### src/rtl/core/shpt_pkg.sv
// Shared types, constants and helpers for the sampled hash position table.
package shpt_pkg;

   localparam int KEY_W     = 32;
   localparam int POS_W     = 48;
   localparam int QUAL_W    = 16;
   localparam int OP_W      = 2;
   localparam int MOD_W     = 14;
   localparam int SAMPLE_W  = 11;
   localparam int CNT_W     = 32;
   localparam int CSR_IDX_W = 2;
   localparam int CSR_DATA_W = 16;

   localparam int SLOT_COUNT_DEFAULT = 8192;

   localparam logic [MOD_W-1:0]    MODULUS_RST = 14'd8191;
   localparam logic [SAMPLE_W-1:0] SAMPLE_RST  = 11'd32;

   localparam logic [OP_W-1:0] OP_ADD    = 2'd0;
   localparam logic [OP_W-1:0] OP_LOOKUP = 2'd1;
   localparam logic [OP_W-1:0] OP_RESET  = 2'd2;

   localparam logic [CSR_IDX_W-1:0] CSR_MODULUS = 2'd0;
   localparam logic [CSR_IDX_W-1:0] CSR_SAMPLE  = 2'd1;

   localparam int STEP_LIMIT = 4;
   localparam int DROP_GOOD  = 4;
   localparam int DROP_POOR  = 1;
   localparam int RANGE_STEP = 4;

   typedef struct packed {
      logic [OP_W-1:0]   opcode;
      logic [KEY_W-1:0]  hash_key;
      logic [POS_W-1:0]  position;
      logic [QUAL_W-1:0] quality;
   } req_type;

   typedef struct packed {
      logic              found;
      logic [POS_W-1:0]  found_position;
      logic              stored;
      logic [CNT_W-1:0]  hit_total;
      logic [CNT_W-1:0]  reliability_range;
   } rsp_type;

   // Starting reliability range: sample size plus half of it.
   function automatic logic [CNT_W-1:0] reliability_start(input logic [SAMPLE_W-1:0] sample);
      logic [SAMPLE_W:0] sum;
      sum = {1'b0, sample} + {2'b0, sample[SAMPLE_W-1:1]};
      return CNT_W'(sum);
   endfunction

endpackage

### src/rtl/core/shpt_front.sv
// Front end: accepts requests and reduces the key modulo the clamped modulus, one bit a cycle.
module shpt_front #(
   parameter int IDX_W = 13
) (
   input  logic                         clock,
   input  logic                         reset,
   input  logic                         req_valid,
   output logic                         req_ready,
   input  shpt_pkg::req_type            req_data,
   input  logic [shpt_pkg::MOD_W-1:0]   eff_mod,
   input  logic                         clear_busy,
   input  logic                         queue_full,
   output logic                         push_valid,
   output shpt_pkg::req_type            push_req,
   output logic [IDX_W-1:0]             push_idx
);

   typedef enum logic [1:0] {F_IDLE, F_DIV, F_PUSH} fstate_type;

   localparam int BIT_W = $clog2(shpt_pkg::KEY_W);

   fstate_type                   state_ff;
   shpt_pkg::req_type            req_ff;
   logic [shpt_pkg::MOD_W-1:0]   rem_ff;
   logic [shpt_pkg::MOD_W-1:0]   rem_in;
   logic [BIT_W-1:0]             bit_ff;
   logic [shpt_pkg::MOD_W:0]     trial;

   always_comb begin
      trial = {rem_ff, req_ff.hash_key[bit_ff]};
      if (trial >= {1'b0, eff_mod}) begin
         trial = trial - {1'b0, eff_mod};
      end
      rem_in = trial[shpt_pkg::MOD_W-1:0];
   end

   assign req_ready  = (state_ff == F_IDLE) && !clear_busy;
   assign push_valid = (state_ff == F_PUSH);
   assign push_req   = req_ff;
   assign push_idx   = IDX_W'(rem_ff);

   always_ff @(posedge clock) begin
      if (reset) begin
         state_ff <= F_IDLE;
      end else begin
         case (state_ff)
            F_IDLE: begin
               if (req_valid && req_ready) begin
                  req_ff   <= req_data;
                  rem_ff   <= '0;
                  bit_ff   <= BIT_W'(shpt_pkg::KEY_W - 1);
                  state_ff <= F_DIV;
               end
            end
            F_DIV: begin
               rem_ff <= rem_in;
               if (bit_ff == '0) begin
                  state_ff <= F_PUSH;
               end else begin
                  bit_ff <= bit_ff - 1'b1;
               end
            end
            F_PUSH: begin
               // hold until the queue has room
               if (!queue_full) begin
                  state_ff <= F_IDLE;
               end
            end
            default: state_ff <= F_IDLE;
         endcase
      end
   end

endmodule

### config.mk
export PLATFORM = sky130hd
export DESIGN_NAME = shpt_front
export DESIGN_NICKNAME = d
export VERILOG_FILES = /design/src/rtl/core/shpt_pkg.sv /design/src/rtl/core/shpt_front.sv
export SDC_FILE = /design/constraint.sdc
export NUM_CORES = 1
export LEC_CHECK = 0
export BUFFER_PORTS_ARGS = -buffer_cell sky130_fd_sc_hd__buf_2
export CAP_MARGIN = 20
export CORE_ASPECT_RATIO = 0.8
export CORE_MARGIN = 4
export CORE_UTILIZATION = 47
export CTS_CLUSTER_SIZE = 14
export DETAILED_ROUTE_END_ITERATION = 16
export PLACE_DENSITY = 0.8
export SYNTH_ARGS = -nofsm -noshare
export SYNTH_HDL_FRONTEND = slang
export SYNTH_SLANG_ARGS = --single-unit
### constraint.sdc
create_clock -name clock -period 5 [get_ports clock]
set_input_delay 1 -clock clock [delete_from_list [all_inputs] [get_ports clock]]
set_output_delay 1 -clock clock [all_outputs]
set_load 0.05 [all_outputs]
## Word level (Yosys, flattened, before mapping)

Cells that the tools add are included.

- Logic and storage cells: 40
- Bits of input ports: 117
- Register bits: 119
- Output and inout port bits: 113

- Reductions and logical operators: 10
- Equality and inequality tests: 6
- Order comparisons: 2
- Add/subtract/negate cells: 2
- Bitwise operators: 1
- Mux-type cells: 12

Operators with widths:

| operator | count |
|---|---|
| 14-bit two-way mux | 2 |
| 14-bit one-hot mux with 2 select lines | 1 |
| 15-bit by 14-bit greater-or-equal comparator with 1-bit output | 1 |
| 14-bit subtractor | 1 |
| 5-bit two-way mux | 2 |
| 5-bit one-hot mux with 2 select lines | 1 |
| 3-bit AND reduction | 3 |
| 5-bit by 6-bit less-than comparator with 1-bit output, second input constant | 1 |
| 2-bit two-way mux | 3 |
| 2-bit != test, second input constant | 3 |
| 2-bit one-hot mux with 3 select lines | 1 |
| 1-bit binary-select mux with 5-bit select | 1 |
| 5-bit logical NOT | 1 |
| 5-bit by 1-bit subtractor with 5-bit output, second input constant | 1 |
| 4-bit AND reduction | 1 |
| 2-bit by 1-bit equality test with 1-bit output, second input constant | 1 |
| 2-bit equality test, second input constant | 1 |
| 1-bit logical AND | 2 |
| 2-bit logical NOT | 1 |
| 2-bit by 1-bit != test with 1-bit output, second input constant | 1 |
| 2-bit nonzero test | 1 |
| 1-bit logical NOT | 1 |
| 1-bit two-way mux | 1 |
| 1-bit inverter | 1 |

## Depth between registers and ports, before layout

- Depth in word-level cells: 5
- Gate-level depth with buffers: 14
- Mapped depth without buffers: 13

## Worst setup path after synthesis

Ideal clock, no wire load.

- Path kind: input port to flip-flop
- Start: input port clear_busy
- End: register req_ff (netlist bit push_req[0]) (enable)
- Stages on the path: 2
- Arrival: 4.578 ns
- Setup slack: -0.046 ns
- Path buffers: 0
- Cell sequence: nor3_1 and3b_1

- Longest elaborated chain between the ends: 4

Ends and longest elaborated chain:

| what | line | source |
|---|---|---|
| start: declaration | shpt_front.sv:11 | `input logic clear_busy,` |
| 1-bit logical NOT | shpt_front.sv:37 | `assign req_ready = (state_ff == F_IDLE) && !clear_busy;` |
| 1-bit logical AND | shpt_front.sv:37 |  |
| 1-bit logical AND | shpt_front.sv:48 | `if (req_valid && req_ready) begin` |
| 3-bit AND reduction (no source line) | -- |  |
| end signal: assignment | shpt_front.sv:49 | `req_ff <= req_data;` |
| end: declaration | shpt_front.sv:23 | `shpt_pkg::req_type req_ff;` |

Every way passes these cells.
A chain may end at the register's enable or synchronous reset.

## Worst setup path after layout

- Start: register bit_ff[0]
- End: register rem_ff[12] in the netlist's numbering (data pin)

- Longest elaborated chain between the ends: 5

Ends and longest elaborated chain:

| what | line | source |
|---|---|---|
| start: declaration | shpt_front.sv:26 | `logic [BIT_W-1:0] bit_ff;` |
| start signal: assignment | shpt_front.sv:51 | `bit_ff <= BIT_W'(shpt_pkg::KEY_W - 1);` |
| start signal: assignment | shpt_front.sv:60 | `bit_ff <= bit_ff - 1'b1;` |
| 1-bit binary-select mux with 5-bit select * | shpt_front.sv:30 | `trial = {rem_ff, req_ff.hash_key[bit_ff]};` |
| 1-bit two-way mux (implied by the code) * | shpt_front.sv:30 |  |
| 14-bit subtractor / 15-bit by 14-bit greater-or-equal comparator with 1-bit output (equally long branches) | shpt_front.sv:32, shpt_front.sv:31 |  |
| 14-bit two-way mux * | shpt_front.sv:31 | `if (trial >= {1'b0, eff_mod}) begin` |
| 14-bit one-hot mux with 2 select lines * | shpt_front.sv:46 | `case (state_ff)` |
| end signal: assignment | shpt_front.sv:56 | `rem_ff <= rem_in;` |
| end: declaration | shpt_front.sv:24 | `logic [shpt_pkg::MOD_W-1:0] rem_ff;` |

Every way passes the cells marked *; elsewhere a longest branch is shown, timed or not. The select of a mux whose other input is x is not followed.

==> impl_results.md <==
* CTS tree: built
* Buffers added on ports at 229
* Pwr per Cell Area at 387 nW/um^2
* Most common cell after layout, fill and taps aside: buf_2
* DP Wirelength at 9700 um
* Num CTS Buffers at 17
* Post-CTS Setup Bufs at 0
* Post-cts resize count at 0
* FF+latch count, synth at 119
* DRT antenna net count at 0
* Vias at 3474
* Clock root cell: clkbuf_16
* Layout area overhead at 36.0%
* Post-synthesis mux area share at 6.96%
* Final Skew at 0.0107 ns
* Post-synthesis adder-cell area fraction at 4.17%
* # IOs at 230
* Synthesized instance count at 311
* Drt initial violations at 206
* Finish-stage setup viols at 0
* XOR/XNOR share of the synthesized area at 2.11%
* Final non-filler cell total at 697
* RSZ-0062 raised after global routing: false
* Post-Route WL at 12800 um
* Part of the power in registers at 43.8%
* P_int at 1940 uW
* Post-synth top flop: edfxtp_1
* Vias in the first global route at 3726
* Post-route setup TNS at 0 ns
* Kind of critical path: reg2reg
* Critical Path RT at 5.13 ns
* Commonest cells after routing, fill and taps aside: 229 x buf_2, 117 x edfxtp_1, 28 x nor2_1
* Die area at 12300 sq um
* CP peak stage delay at 0.70 ns
* VDD IR max at 0.000282 V
* # rows at 33
* Clock Latency Late Sink at 0.40 ns
* Worst Tran Pin Value at 0.981 ns
* Largest family of logic cells by synthesized area: multiplexers
* Max cap viols at 0
* Synth Net Count at 444
* Post-synth EDFFs at 117
* Sink Count at 119
* 1st-pass router iterations at 4
* Final Power at 2620 uW
* Seq/Total Area, Yosys at 71.4%
* Mapped cell area at 4980 sq um
* F_max at 0.235 GHz
* Ys Warns at 0
* Min-delay worst type: reg2reg
* CP bufs+invs at 1
* Setup crit end kind: register
* H-Tree Depth at 4
* Min Tclk post-route at 4.26 ns
* CTS Buffer Depth at 2
* Slowest cell on crit path: edfxtp_1
* Synth Area in Compound Gates at 5.78%
* Final net count at 677
* Share of total power in combinational logic at 12.0%
* Overflow left after global routing at 0
* Syn Area/Cell at 16.0 sq um
* Switching share of total power at 26.0%
* Library cells used by synthesis at 37
* Post-route DRC at 0
* Worst EP arrival at 4.39 ns
* Register clock-pin slew on the reported worst setup and hold paths at 0.06 ns
* Post-CTS Hold Buffers at 0
* Share of cells above drive strength 1 at 49.8%
* Slew HR at 34.0%
* Fin util at 65.8%
* Initial core utilization at 48.4%
* Initial antenna violation count at 1
* Placed cells at 665
* Chip height at 100 um
* CP Cell Sequence: mux4_2 -> mux4_2 -> mux2i_1 -> ha_1 -> inv_1 -> fa_1 -> a211oi_1 -> nor2_1 -> o31ai_1 -> o221ai_1 -> xor2_1 -> mux2i_1 -> nor2_1
* Top delay family on crit path: multiplexers
* Final Max Slew Viols at 0
* Die width at 123 um
* GR Util All Layers at 21.4%
* Synth area leader: edfxtp_1
* Largest net degree at the start of global routing at 56
* Core region area at 10300 sq um
* Type of origin of the critical path: register
* Asr flop ratio synth at 0%
* WL/cell at 18.3 um
* GPL Wtd Cong at 0.820
* Synth Area in Simple Gates at 5.23%
* First-pass GRT wire length at 19500 um
* Outcome: complete, no violations
* Clk pwr share at 44.2%
* Final hold violation count at 0
* Vias per cell at 4.98
* Psw at 682 uW
* Fin crit share at 85.1%
* Area share of the largest cell type after synthesis at 70.6%
* Leak pwr at 0.00289 uW
* Max Fanout on Critical Path at 11
* Largest cells by area after synthesis: edfxtp_1 71%, mux4_2 4.5%, ha_1 3.8%, mux2i_1 2.2%, buf_4 2.1%
## power by group through the flow
stage,logic (uW),registers [uW],clock network (uW)
final,313,1150,1160
after global routing,338,1150,1240
after CTS,315,1150,1180
after detailed placement,312,1170,0
after global placement,304,1170,0
after floorplan,151,1240,0
## registers in the layout (all words and copies together) (netlist names)
name and cells:
state_ff 2, push_req 98, bit_ff 5, rem_ff 14
## path summary, 6_finish.rpt
kind / from / endpoint / slack, ns / cells after the start
setup / recovery: bit_ff[0] / rem_ff[12] / 0.74 / 13
hold / removal: state_ff[1] / state_ff[0] / 0.59 / 1
setup reg to reg: bit_ff[0] / rem_ff[12] / 0.74 / 13
hold reg to reg: state_ff[1] / state_ff[0] / 0.59 / 1
## final cells by class
| class | instances | area, sq um |
|---|---|---|
| Multi-Input combinational cell | 152 | 1220 |
| Clock inverter | 14 | 141 |
| Sequential cell | 119 | 3550 |
| Fill cell | 775 | 3510 |
| Antenna cell | 1 | 2.50 |
| Clock buffer | 17 | 425 |
| Timing Repair Buffer | 232 | 1170 |
| Inverter | 22 | 82.6 |
| Tap cell | 140 | 175 |
## per-layer routing
layer / GRT usage (%) / part of all wire, % / vias up
li1: - / - / 1635
met1: 23.2 / 36 / 1667
met2: 36.8 / 52 / 154
met3: 9.24 / 9.8 / 18
met4: 8.77 / 1.8 / 0
met5: 0.833 / 0 / -
## cell usage after synthesis (4+ instances only)
master / count
edfxtp_1: 117
nor2_1: 28
inv_1: 22
ha_1: 15
buf_4: 14
nand2_1: 14
mux2i_1: 11
a21oi_1: 10
mux4_2: 10
xnor2_1: 9
o21ai_0: 8
a211oi_1: 5
nand3_1: 4
nor3_1: 4
o211ai_1: 4
## cells by family after synthesis
kind of cell             Yosys count
AO/OA/AOI/OAI                     43
multiplexers                      22
flip-flops                       119
AND/OR/NAND/NOR                   59
adder cells (fa/ha/maj)           16
XOR/XNOR                          12
buffers and inverters             40
## worst register-to-register path, cell delays in order, from the launching register on
cell      delay [ns]
edfxtp_1        0.70
mux4_2          0.60
mux4_2          0.47
mux2i_1         0.23
ha_1            0.21
inv_1           0.06
fa_1            0.44
a211oi_1        0.30
nor2_1          0.13
o31ai_1         0.30
o221ai_1        0.20
xor2_1          0.16
mux2i_1         0.14
nor2_1          0.05
## metrics by stage
step,setup slack [ns],area [sq um],hold slack [ns]
2_1_floorplan,1.00,4980,0.489
3_3_place_gp,0.873,6190,0.527
3_5_place_dp,0.747,6200,0.575
4_1_cts,0.688,6770,0.581
5_1_grt,0.444,6770,0.650
6_report,0.743,6770,0.593
No activity file was read; power rests on OpenSTA's default activity.
