[config.mk]
export PLATFORM = sky130hd
export DESIGN_NAME = shpt_queue
export DESIGN_NICKNAME = d
export VERILOG_FILES = /design/src/rtl/core/shpt_queue.sv
export SDC_FILE = /design/constraint.sdc
export NUM_CORES = 1
export LEC_CHECK = 0
export BUFFER_PORTS_ARGS = -buffer_cell sky130_fd_sc_hd__buf_2
export CAP_MARGIN = 10
export CORE_MARGIN = 4
export CORE_UTILIZATION = 49
export CTS_CLUSTER_DIAMETER = 150
export DETAILED_ROUTE_END_ITERATION = 7
export PLACE_DENSITY = 0.81
export SYNTH_ARGS = -nofsm -noshare
export SYNTH_HDL_FRONTEND = slang
export SYNTH_SLANG_ARGS = --single-unit
[constraint.sdc]
create_clock -name clock -period 2.7 [get_ports clock]
set_clock_uncertainty 0.05 [all_clocks]
set_input_delay 0.54 -clock clock [delete_from_list [all_inputs] [get_ports clock]]
set_output_delay 0.54 -clock clock [all_outputs]
set_load 0.02 [all_outputs]
[src/rtl/core/shpt_queue.sv]
// Two-entry queue between the front end and the table back end.
module shpt_queue #(
   parameter int DATA_W = 8
) (
   input  logic              clock,
   input  logic              reset,
   input  logic              push_valid,
   input  logic [DATA_W-1:0] push_data,
   output logic              full,
   input  logic              pop,
   output logic              empty,
   output logic [DATA_W-1:0] head_data
);

   logic [DATA_W-1:0] slots_ff [2];
   logic              wr_ptr_ff;
   logic              rd_ptr_ff;
   logic [1:0]        count_ff;
   logic              do_push;
   logic              do_pop;

   assign full      = (count_ff == 2'd2);
   assign empty     = (count_ff == 2'd0);
   assign head_data = slots_ff[rd_ptr_ff];
   assign do_push   = push_valid && !full;
   assign do_pop    = pop && !empty;

   always_ff @(posedge clock) begin
      if (do_push) begin
         slots_ff[wr_ptr_ff] <= push_data;
      end
   end

   always_ff @(posedge clock) begin
      if (reset) begin
         wr_ptr_ff <= 1'b0;
         rd_ptr_ff <= 1'b0;
         count_ff  <= 2'd0;
      end else begin
         if (do_push) begin
            wr_ptr_ff <= ~wr_ptr_ff;
         end
         if (do_pop) begin
            rd_ptr_ff <= ~rd_ptr_ff;
         end
         case ({do_push, do_pop})
            2'b10:   count_ff <= count_ff + 2'd1;
            2'b01:   count_ff <= count_ff - 2'd1;
            default: count_ff <= count_ff;
         endcase
      end
   end

endmodule

Yosys cells after proc, flatten, opt, wreduce, memory -nomap -nowiden

Memory sizes are Yosys's and may differ from the RTL's. A register that Yosys moved wholly into a read port is not among the register bits.
Index checks and enable logic that the tools add are counted.

Register bits after elaboration: 4
Memory bits (writable): 16
Output and inout port bits: 10
Memories kept: 1

Add/subtract/negate cells: 2
Equal/unequal tests: 3
Multiplexer cells: 5
Bitwise logic cells: 2
Reductions and logical operators: 6

Memory list:

| memory   | depth | width | read ports | clocked after memory_dff | write ports | RTL line | text |
|---|---|---|---|---|---|---|---|
| slots_ff | 2     | 8     | 1          | 1                        | 1           | 15       | `logic [DATA_W-1:0] slots_ff [2];` |

Operators by type and width:

| cell                                             | number |
|---|---|
| == test 2 bit, second input constant             | 2 |
| 2-to-1 mux 1 bit                                 | 4 |
| one-hot mux 2 bit (2 select lines)               | 1 |
| adder 2 x 1 -> 2 bit, second input constant      | 1 |
| == test 2 x 1 -> 1 bit, second input constant    | 1 |
| logical AND 1 bit                                | 2 |
| zero test 1 bit                                  | 2 |
| zero test 2 bit                                  | 1 |
| inverter 1 bit                                   | 2 |
| nonzero test 2 bit                               | 1 |
| subtractor 2 x 1 -> 2 bit, second input constant | 1 |

Logic depth before layout (Yosys ltp)

Gate-level depths: netlist of run 1.

Depth in word-level cells: 5
Gate-level depth with buffers: 6
Depth with buffers taken out: 6

Least setup slack after synthesis of run 1

OpenSTA, ideal clock, no wires.

Kind: reg-to-output
From: reg (tool-made name)
To: out head_data[0]
Arrival time: 0.983 ns
Required time: 2.110 ns
Slack: 1.127 ns
Stages on the path, launching flop included: 3
Path buffers: 1
Cell sequence: dfxtp_1 -> clkbuf_1 -> mux2_2

RTL lines:

| what          | RTL line | text |
|---|---|---|
| end, declared | 12       | `output logic [DATA_W-1:0] head_data` |

==> results of run 1 <==
layer usage:
layer	routed length (µm)	vias to the layer above	global-route usage, %
li1	-	231	-
met1	498	207	13.7
met2	612	14	17.8
met3	86	0	3.68
met4	0	0	4.15
met5	0	-	0
path summary, 6_finish.rpt:
check                     from             end  slack [ns]  cells past startpoint
setup / recovery          flop    head_data[7]        0.74                      2
hold / removal    push_data[6]  slots_ff[0][6]        0.39                      1
setup reg to reg   count_ff[0]  slots_ff[0][5]        1.10                      4
hold reg to reg      wr_ptr_ff       wr_ptr_ff        0.46                      2
area by class of cell:
cell class                      instances  area share [%]
Sequential cell                        21            61.4
Multi-Input combinational cell         26            21.4
Timing Repair Buffer                   21            11.1
Clock buffer                            4            2.78
Tap cell                               16            2.12
Inverter                                3            1.19
logic make-up after synthesis:
logic type	Yosys count
compound gates	5
xor+xnor	3
fa+ha+maj	1
buf+inv	4
flops	21
mux	8
simple gates	9
state kept, by name, indices dropped and copies added (netlist names), named ones only:
signal	cells
rd_ptr_ff	1
slots_ff	16
wr_ptr_ff	1
count_ff	2
where the power goes:
| group | switching [mW] | internal (mW) | total, mW |
|---|---|---|---|
| Sequential | 0.0473 | 0.416 | 0.463 |
| Combinational | 0.176 | 0.143 | 0.318 |
| Clock | 0.0840 | 0.0573 | 0.141 |
placed cells by master, fill, tap and decap left out, types with 2 or more instances in the layout:
cell type                  instances
sky130_fd_sc_hd__or3_1             2
sky130_fd_sc_hd__edfxtp_1         16
sky130_fd_sc_hd__clkbuf_4          3
sky130_fd_sc_hd__dfxtp_1           5
sky130_fd_sc_hd__xnor2_1           2
sky130_fd_sc_hd__inv_1             2
sky130_fd_sc_hd__buf_2            21
sky130_fd_sc_hd__nor2_1            4
sky130_fd_sc_hd__a21oi_1           2
sky130_fd_sc_hd__mux2_2            8
sky130_fd_sc_hd__o21ai_0           2
worst max-delay path, cell delays in order, from the launching register on:
cell,delay [ns]
sky130_fd_sc_hd__dfxtp_1,0.54
sky130_fd_sc_hd__mux2_2,0.38
sky130_fd_sc_hd__buf_2,0.16
==> run_results.csv, run 1 <==
group,metric,value,unit
run_status,outcome,"finished, final reports clean",
synthesis,yosys_warnings,0,
sta,worstMarginPinSlew,0.392,ns
floorplan,design.die.area,2340,µm²
synthesis,synth_sequential_area_ratio,72.7,%
synthesis,synth-edff-count,16,
placement,buffer_ports.inserted,21,
sta,drv_slew,0,
global_routing,antenna_found_initial,0,
synthesis,synth_common_cells,"sky130_fd_sc_hd__edfxtp_1 (16), sky130_fd_sc_hd__mux2_2 (8), sky130_fd_sc_hd__dfxtp_1 (5)",
drt,drt_total_wl,1.20,mm
synthesis,muxShareOfSynthArea,11.3,%
drt,drt_first_iter_violations,3,
final_layout,filler_cell_count,120,
final_layout,fin_cells,91,
clock_network,htreeDepth,1,
synthesis,post_synth_inst_count,51,
global_routing,total_global_routing_track_utilization,11.1,%
clock_network,clock_sink_count,21,
global_routing,grt_start_max_net_pins,12,
synthesis,netlist.area_leader.share,60.2,%
global_routing,grt_overflow_total,0,
drt,dr.pass1.iters,4,
sta,period_minus_slack,1.96,ns
floorplan,coreArea,1520,µm²
clock_network,cts_buffer_depth,2,
clock_network,tritoncts,"built",
clock_network,post-cts-setup-buffer-count,0,
sta,layout_worst_path_cycle_share,72.5,%
clock_network,cts_resized,0,
sta,timing.fmax,511,MHz
critical_path,setup.worst_path.class,"flop to output port",
flow_run,max-cap-violations,0,
clock_network,clkTransAtPathRegs,0.11,ns
final_layout,combined_area_of_the_multi_input_logic_cells,203,µm²
placement,place_inst,87,
sta,final.hold.worst_slack,0.386,ns
pwr,total_leakage_power,0.383,nW
critical_path,worstPathMaxFanout,8,
floorplan,pin_count,22,
critical_path,worstPathRequired,2.11,ns
pwr,power_density,975,nW/µm²
final_layout,post_route_cells_drive_above_1_share,45.3,%
synthesis,mappedNetlistArea,798,µm²
placement,place.gp.congestion,0.620,
drt,num_vias,452,
floorplan,dieWidth,48.4,µm
synthesis,ys_dominant_reg_cell,"sky130_fd_sc_hd__edfxtp_1",
synthesis,synthXorXnorAreaFrac,3.29,%
placement,postPlaceCellArea,920,µm²
placement,worst_setup_slack_before_clock_tree_synthesis,0.980,ns
sta,slew_headroom,73.9,%
synthesis,synth.most_common_cell,"sky130_fd_sc_hd__edfxtp_1",
synthesis,yosys_register_bits,21,
synthesis,async_reset_ff_share,0,%
pwr,power.ir.vdd_worst,0.000576,V
synthesis,leading_cell_types_by_total_area_after_synthesis,"sky130_fd_sc_hd__edfxtp_1 (60%), sky130_fd_sc_hd__dfxtp_1 (13%), sky130_fd_sc_hd__mux2_2 (11%), sky130_fd_sc_hd__xnor2_1 (2.2%), sky130_fd_sc_hd__nor2_1 (1.9%)",
synthesis,ys_types,17,
placement,dp_hpwl,883,µm
pwr,power.total,922,µW
sta,hold_viol_final,0,
synthesis,synth_compound_area_share,3.45,%
clock_network,cts_inserted_buffers,3,
synthesis,synth_fa_ha_area_share,1.57,%
final_layout,synthToLayoutAreaGrowth,18.5,%
clock_network,cts_hold_buffers,0,
floorplan,placement_rows,14,
clock_network,clk_latency,0.29,ns
floorplan,fp.dieH,48.4,µm
clock_network,cts-root-buf,"sky130_fd_sc_hd__clkbuf_4",
global_routing,grt_pass1_vias,481,
final_layout,fin_area,946,µm²
critical_path,critical_path.startpoint_type,"flop",
sta,rsz0062_at_grt,"false",
floorplan,initial_utilization,52.4,%
synthesis,synth_top_family_by_area,"multiplexers",
drt,ant_nets,0,
sta,timing.setup.tns,0,ns
critical_path,worst-endpoint-arrival,1.37,ns
synthesis,syn_nets,64,
min_path,worstHoldPathType,"primary input to flop",
drt,vias_per_cell,4.97,
drt,avgRoutedWirePerCell,13.2,µm
synthesis,post_synthesis_simple_gate_area_fraction,5.80,%
critical_path,critPathCaptureType,"output port",
final_layout,layout.nets,89,
final_layout,final_core_utilization,62.1,%
final_layout,antenna-diode-count,0,
global_routing,global_route_wire_length_before_repair,2.07,mm
synthesis,postSynthAreaPerCell,15.7,µm²
sta,final-setup-viol-count,0,
synthesis,synth_area_leader_cell,"sky130_fd_sc_hd__edfxtp_1",
drt,drcViolationCount,0,
sta,post-route-worst-setup-slack,0.743,ns
final_layout,seqCellArea,581,µm²
Note: power is estimated with default switching activity, not from simulation.
==> run 2, diff against run 1 <==
--- a/config.mk
+++ b/config.mk
@@ -7,11 +7,12 @@
 export LEC_CHECK = 0
 export BUFFER_PORTS_ARGS = -buffer_cell sky130_fd_sc_hd__buf_2
 export CAP_MARGIN = 10
+export CORE_ASPECT_RATIO = 0.75
 export CORE_MARGIN = 4
-export CORE_UTILIZATION = 49
+export CORE_UTILIZATION = 44
 export CTS_CLUSTER_DIAMETER = 150
 export DETAILED_ROUTE_END_ITERATION = 7
-export PLACE_DENSITY = 0.81
+export PLACE_DENSITY = 0.78
 export SYNTH_ARGS = -nofsm -noshare
 export SYNTH_HDL_FRONTEND = slang
 export SYNTH_SLANG_ARGS = --single-unit
==> constraint.sdc (replaced) <==
create_clock -name clock -period 1.75 [get_ports clock]
set_clock_uncertainty 0.05 [all_clocks]
set_input_delay 0.35 -clock clock [delete_from_list [all_inputs] [get_ports clock]]
set_output_delay 0.35 -clock clock [all_outputs]
set_load 0.02 [all_outputs]
==> run_results.csv, run 2 (synthesis gave the netlist of run 1 again) <==
group,metric,value,unit
global_routing,grt_overflow_total,0,
drt,drt_total_wl,1.35,mm
floorplan,fp.dieH,44.9,µm
sta,hold_viol_final,0,
drt,dr.pass1.iters,2,
final_layout,post_route_cells_drive_above_1_share,48.0,%
floorplan,placement_rows,13,
final_layout,fin_cells,97,
sta,layout_worst_path_cycle_share,95.0,%
final_layout,synthToLayoutAreaGrowth,19.7,%
clock_network,clk_latency,0.29,ns
final_layout,largest_register_ffs,16,
clock_network,cts_hold_buffers,0,
final_layout,antenna-diode-count,0,
final_layout,largest-register,"slots_ff",
clock_network,tritoncts,"built",
sta,drv_slew,0,
pwr,power.total,1.44,mW
final_layout,fin_area,956,µm²
placement,place_inst,93,
drt,drt_first_iter_violations,4,
drt,ant_nets,0,
sta,rsz0062_at_grt,"false",
clock_network,cts_inserted_buffers,3,
pwr,combinational_power_share,34.5,%
sta,slew_headroom,73.1,%
floorplan,design.die.area,2570,µm²
critical_path,critPathCaptureType,"output port",
clock_network,clkTransAtPathRegs,0.10,ns
flow_run,max-cap-violations,0,
clock_network,cts_buffer_depth,2,
clock_network,post-cts-setup-buffer-count,0,
global_routing,antenna_found_initial,0,
placement,buffer_ports.inserted,21,
placement,postPlaceCellArea,927,µm²
critical_path,worstPathRequired,1.35,ns
drt,avgRoutedWirePerCell,13.9,µm
pwr,power_density,1500,nW/µm²
drt,vias_per_cell,4.75,
pwr,seqPwrFrac,50.4,%
sta,final-setup-viol-count,0,
sta,period_minus_slack,1.66,ns
critical_path,critical_path.startpoint_type,"flop",
global_routing,global_route_wire_length_before_repair,2.14,mm
global_routing,grt_start_max_net_pins,13,
floorplan,dieWidth,57.2,µm
pwr,total_switching_power,487,µW
final_layout,mostFrequentLayoutCell,"sky130_fd_sc_hd__buf_2",
critical_path,setup.worst_path.class,"flop to output port",
clock_network,htreeDepth,1,
sta,timing.fmax,602,MHz
placement,place.gp.congestion,0.662,
final_layout,reg_top3,"slots_ff: 16 flops, count_ff: 2 flops",
min_path,hold_depth,1,
drt,drcViolationCount,0,
pwr,total_leakage_power,0.386,nW
pwr,p_clk_share,15.1,%
global_routing,total_global_routing_track_utilization,11.5,%
pwr,power.ir.vdd_worst,0.000658,V
sta,timing.setup.tns,0,ns
pwr,internal_power,949,µW
final_layout,final_core_utilization,55.4,%
final_layout,filler_cell_count,163,
floorplan,initial_utilization,46.3,%
global_routing,grt_pass1_vias,479,
clock_network,cts_resized,1,
critical_path,worst-endpoint-arrival,1.26,ns
final_layout,layout.nets,89,
critical_path,reg2reg_depth,4,
min_path,worstHoldPathType,"primary input to flop",
sta,worstMarginPinSlew,0.403,ns
run_status,outcome,"finished, final reports clean",
pwr,p_sw_share,33.9,%
final_layout,final_cell_mix,"sky130_fd_sc_hd__buf_2 (21), sky130_fd_sc_hd__edfxtp_1 (16), sky130_fd_sc_hd__mux2_2 (8)",
critical_path,worstPathMaxFanout,8,
clock_network,cts-root-buf,"sky130_fd_sc_hd__clkbuf_4",
floorplan,coreArea,1720,µm²
clock_network,clock_sink_count,21,
floorplan,pin_count,22,
drt,num_vias,461,
-- run 2: changes by cell type in the layout (fill, tap and decap cells not counted) --
cell / before / now
sky130_fd_sc_hd__clkbuf_1: 1 / 0
sky130_fd_sc_hd__dfxtp_2: 0 / 1
sky130_fd_sc_hd__dfxtp_1: 5 / 4
sky130_fd_sc_hd__clkinv_2: 0 / 1
-- run 2: power groups by stage --
stage | clock [mW] | sequential, mW | combinational [mW]
6_report | 0.217 | 0.724 | 0.495
2_1_floorplan | 0 | 0.689 | 0.392
4_1_cts | 0.226 | 0.726 | 0.501
3_3_place_gp | 0 | 0.722 | 0.486
5_1_grt | 0.250 | 0.734 | 0.540
3_5_place_dp | 0 | 0.735 | 0.498
-- run 2: layer usage --
layer	GRT usage, %	vias up	routed length, µm
met1	12.4	217	517
met3	4.86	0	77
met2	21.2	12	757
met5	0	-	0
li1	-	232	-
met4	2.78	0	0
-- run 2: worst max-delay path, stage by stage (launching register included) --
cell	delay (ns)
sky130_fd_sc_hd__dfxtp_2	0.45
sky130_fd_sc_hd__mux2_2	0.36
sky130_fd_sc_hd__buf_2	0.16
-- run 2: final cells by class --
type | instances | area (µm²) | share of cell area [%]
inverters | 3 | 11.3 | 1.18
well taps | 22 | 27.5 | 2.88
repair buffers | 21 | 105 | 11.0
clock buffers | 3 | 22.5 | 2.36
flip-flops and latches | 21 | 582 | 60.9
multi-input cells | 26 | 203 | 21.2
clock inverters | 1 | 5.00 | 0.524
-- run 2: worst paths after layout --
check	startpoint	endpoint	slack, ns
setup reg to reg	count_ff[0]	slots_ff[0][4]	0.12
hold / removal	push_data[6]	slots_ff[1][6]	0.19
setup / recovery	flop	head_data[4]	0.09
hold reg to reg	rd_ptr_ff	flop	0.48
-- run 2: per-stage QoR --
step                hold slack, ns  worst slack [ns]
floorplan                    0.369             0.256
global placement             0.424             0.227
detailed placement           0.455             0.137
CTS                          0.183            0.0651
global route                 0.168            0.0120
finish                       0.190            0.0883
==> run 3, diff against run 2 <==
--- a/config.mk
+++ b/config.mk
@@ -5,7 +5,7 @@
 export SDC_FILE = /design/constraint.sdc
 export NUM_CORES = 1
 export LEC_CHECK = 0
-export BUFFER_PORTS_ARGS = -buffer_cell sky130_fd_sc_hd__buf_2
+export BUFFER_PORTS_ARGS = -buffer_cell sky130_fd_sc_hd__buf_4
 export CAP_MARGIN = 10
 export CORE_ASPECT_RATIO = 0.75
 export CORE_MARGIN = 4
==> run_results.csv, run 3 (synthesis gave the netlist of run 1 again) <==
group,metric,value,unit
min_path,worstHoldPathType,"primary input to flop",
critical_path,cp_slowest_stage_delay,0.43,ns
final_layout,fin_area,1010,µm²
clock_network,cts_buffer_depth,2,
critical_path,timing.rr.end,"slots_ff[0][1]",
drt,ant_nets,0,
clock_network,cts_inserted_buffers,3,
global_routing,grt_overflow_total,0,
global_routing,grt_pass1_vias,494,
floorplan,initial_utilization,46.3,%
clock_network,clock_sink_count,21,
sta,worstMarginPinSlew,0.370,ns
placement,postPlaceCellArea,980,µm²
sta,drv_slew,0,
clock_network,tritoncts,"built",
pwr,total_leakage_power,0.401,nW
final_layout,synthToLayoutAreaGrowth,26.5,%
placement,dp_hpwl,1.07,mm
floorplan,dieWidth,57.2,µm
global_routing,grt_start_max_net_pins,12,
sta,final-setup-viol-count,0,
floorplan,coreArea,1720,µm²
critical_path,worstPathRequired,1.67,ns
sta,layout_worst_path_cycle_share,93.4,%
clock_network,clkTransAtPathRegs,0.10,ns
floorplan,fp.dieH,44.9,µm
clock_network,cts_resized,1,
clock_network,cts-root-buf,"sky130_fd_sc_hd__clkbuf_4",
sta,timing.fmax,612,MHz
sta,hold_viol_final,0,
final_layout,antenna-diode-count,0,
clock_network,htreeDepth,1,
final_layout,final_cell_mix,"sky130_fd_sc_hd__buf_4 (21), sky130_fd_sc_hd__edfxtp_1 (16), sky130_fd_sc_hd__mux2_2 (8)",
sta,rsz0062_at_grt,"false",
clock_network,post-cts-setup-buffer-count,0,
floorplan,placement_rows,13,
global_routing,total_global_routing_track_utilization,11.8,%
floorplan,pin_count,22,
clock_network,clk_latency,0.29,ns
final_layout,post_route_cells_drive_above_1_share,46.7,%
critical_path,setup.worst_path.class,"flop to flop",
sta,slew_headroom,75.3,%
drt,drcViolationCount,0,
critical_path,cp_cell_sequence,"nand2b_2 > inv_2 > or3_1 > inv_1",
drt,drt_first_iter_violations,6,
final_layout,largest-register,"slots_ff",
drt,num_vias,471,
min_path,hold-path-endpoint,"slots_ff[1][6]",
critical_path,worstPathMaxFanout,8,
min_path,hold_depth,1,
critical_path,critical_path.startpoint_type,"flop",
placement,buffer_ports.inserted,21,
drt,dr.pass1.iters,3,
drt,avgRoutedWirePerCell,13.7,µm
sta,post-route-worst-setup-slack,0.115,ns
pwr,power_density,1490,nW/µm²
critical_path,critPathCaptureType,"flop",
placement,worst_setup_slack_before_clock_tree_synthesis,0.122,ns
clock_network,cts_hold_buffers,0,
drt,drt_total_wl,1.33,mm
global_routing,global_route_wire_length_before_repair,2.19,mm
critical_path,slowest_stage_cell_cp,"sky130_fd_sc_hd__dfxtp_1",
critical_path,reg2reg_depth,4,
critical_path,worst-endpoint-arrival,1.56,ns
pwr,power.ir.vdd_worst,0.000950,V
placement,place.gp.congestion,0.648,
sta,period_minus_slack,1.63,ns
global_routing,antenna_found_initial,0,
drt,vias_per_cell,4.86,
critical_path,reg2reg_setup_slack,0.12,ns
final_layout,layout.nets,89,
flow_run,max-cap-violations,0,
sta,timing.setup.tns,0,ns
final_layout,reg_top3,"slots_ff: 16 flops, count_ff: 2 flops",
critical_path,crit-reg2reg-launch,"count_ff[0]",
run_status,outcome,"finished, final reports clean",
min_path,hold_path.startpoint,"push_data[6]",
floorplan,design.die.area,2570,µm²
final_layout,largest_register_ffs,16,
final_layout,mostFrequentLayoutCell,"sky130_fd_sc_hd__buf_4",
-- run 3: cell types whose count changed in the layout (fill, tap and decap cells not counted) --
cell | previous run | this run
sky130_fd_sc_hd__clkinv_2 | 1 | 0
sky130_fd_sc_hd__dfxtp_4 | 0 | 1
sky130_fd_sc_hd__dfxtp_2 | 1 | 0
sky130_fd_sc_hd__buf_4 | 0 | 21
sky130_fd_sc_hd__buf_2 | 21 | 0
sky130_fd_sc_hd__clkbuf_1 | 0 | 1
-- run 3: critical path, delay by kind of cell (launching register included) --
kind | cells | cell delay, ns
buf+inv | 2 | 0.32
flops | 1 | 0.43
simple gates | 2 | 0.51
-- run 3: per-stage QoR --
step | hold slack, ns | cells | total power, mW | utilization, %
2_1_floorplan | 0.369 | 51 | 1.08 | -
3_3_place_gp | 0.419 | 93 | 1.27 | 56.8
3_5_place_dp | 0.441 | 93 | 1.31 | 56.8
4_1_cts | 0.176 | 97 | 1.53 | 58.4
5_1_grt | 0.157 | 97 | 1.60 | 58.6
6_report | 0.187 | 97 | 1.51 | 58.6
-- run 3: how the worst max path moves through the flow --
stage	end	slack, ns	cells after the start	start
after floorplan	slots_ff[0][0]	0.26	4	count_ff[0]
after global placement	slots_ff[0][2]	0.23	4	count_ff[0]
after detailed placement	slots_ff[0][7]	0.12	4	count_ff[0]
after CTS	head_data[4]	0.06	2	flop
after global routing	slots_ff[0][4]	0.02	4	count_ff[0]
final	slots_ff[0][1]	0.12	4	count_ff[0]
-- run 3: area by class of cell --
cell class / instances / area [µm²]
Fill cell: 143 / 714
Sequential cell: 21 / 584
Multi-Input combinational cell: 26 / 203
Timing Repair Buffer: 21 / 158
Tap cell: 22 / 27.5
Clock buffer: 4 / 26.3
Inverter: 3 / 11.3
-- run 3: metal layers --
metal	track usage (%)	vias to the layer above	routed length [µm]
met4	2.78	0	16
met1	12.7	224	525
met3	5.43	2	62
met2	21.6	11	723
met5	0	-	0
li1	-	234	-
-- run 3: power breakdown --
group          internal (mW)  switching [mW]  leakage, nW
logic                  0.277           0.295        0.195
registers              0.647          0.0742        0.192
clock network         0.0886           0.126       0.0150
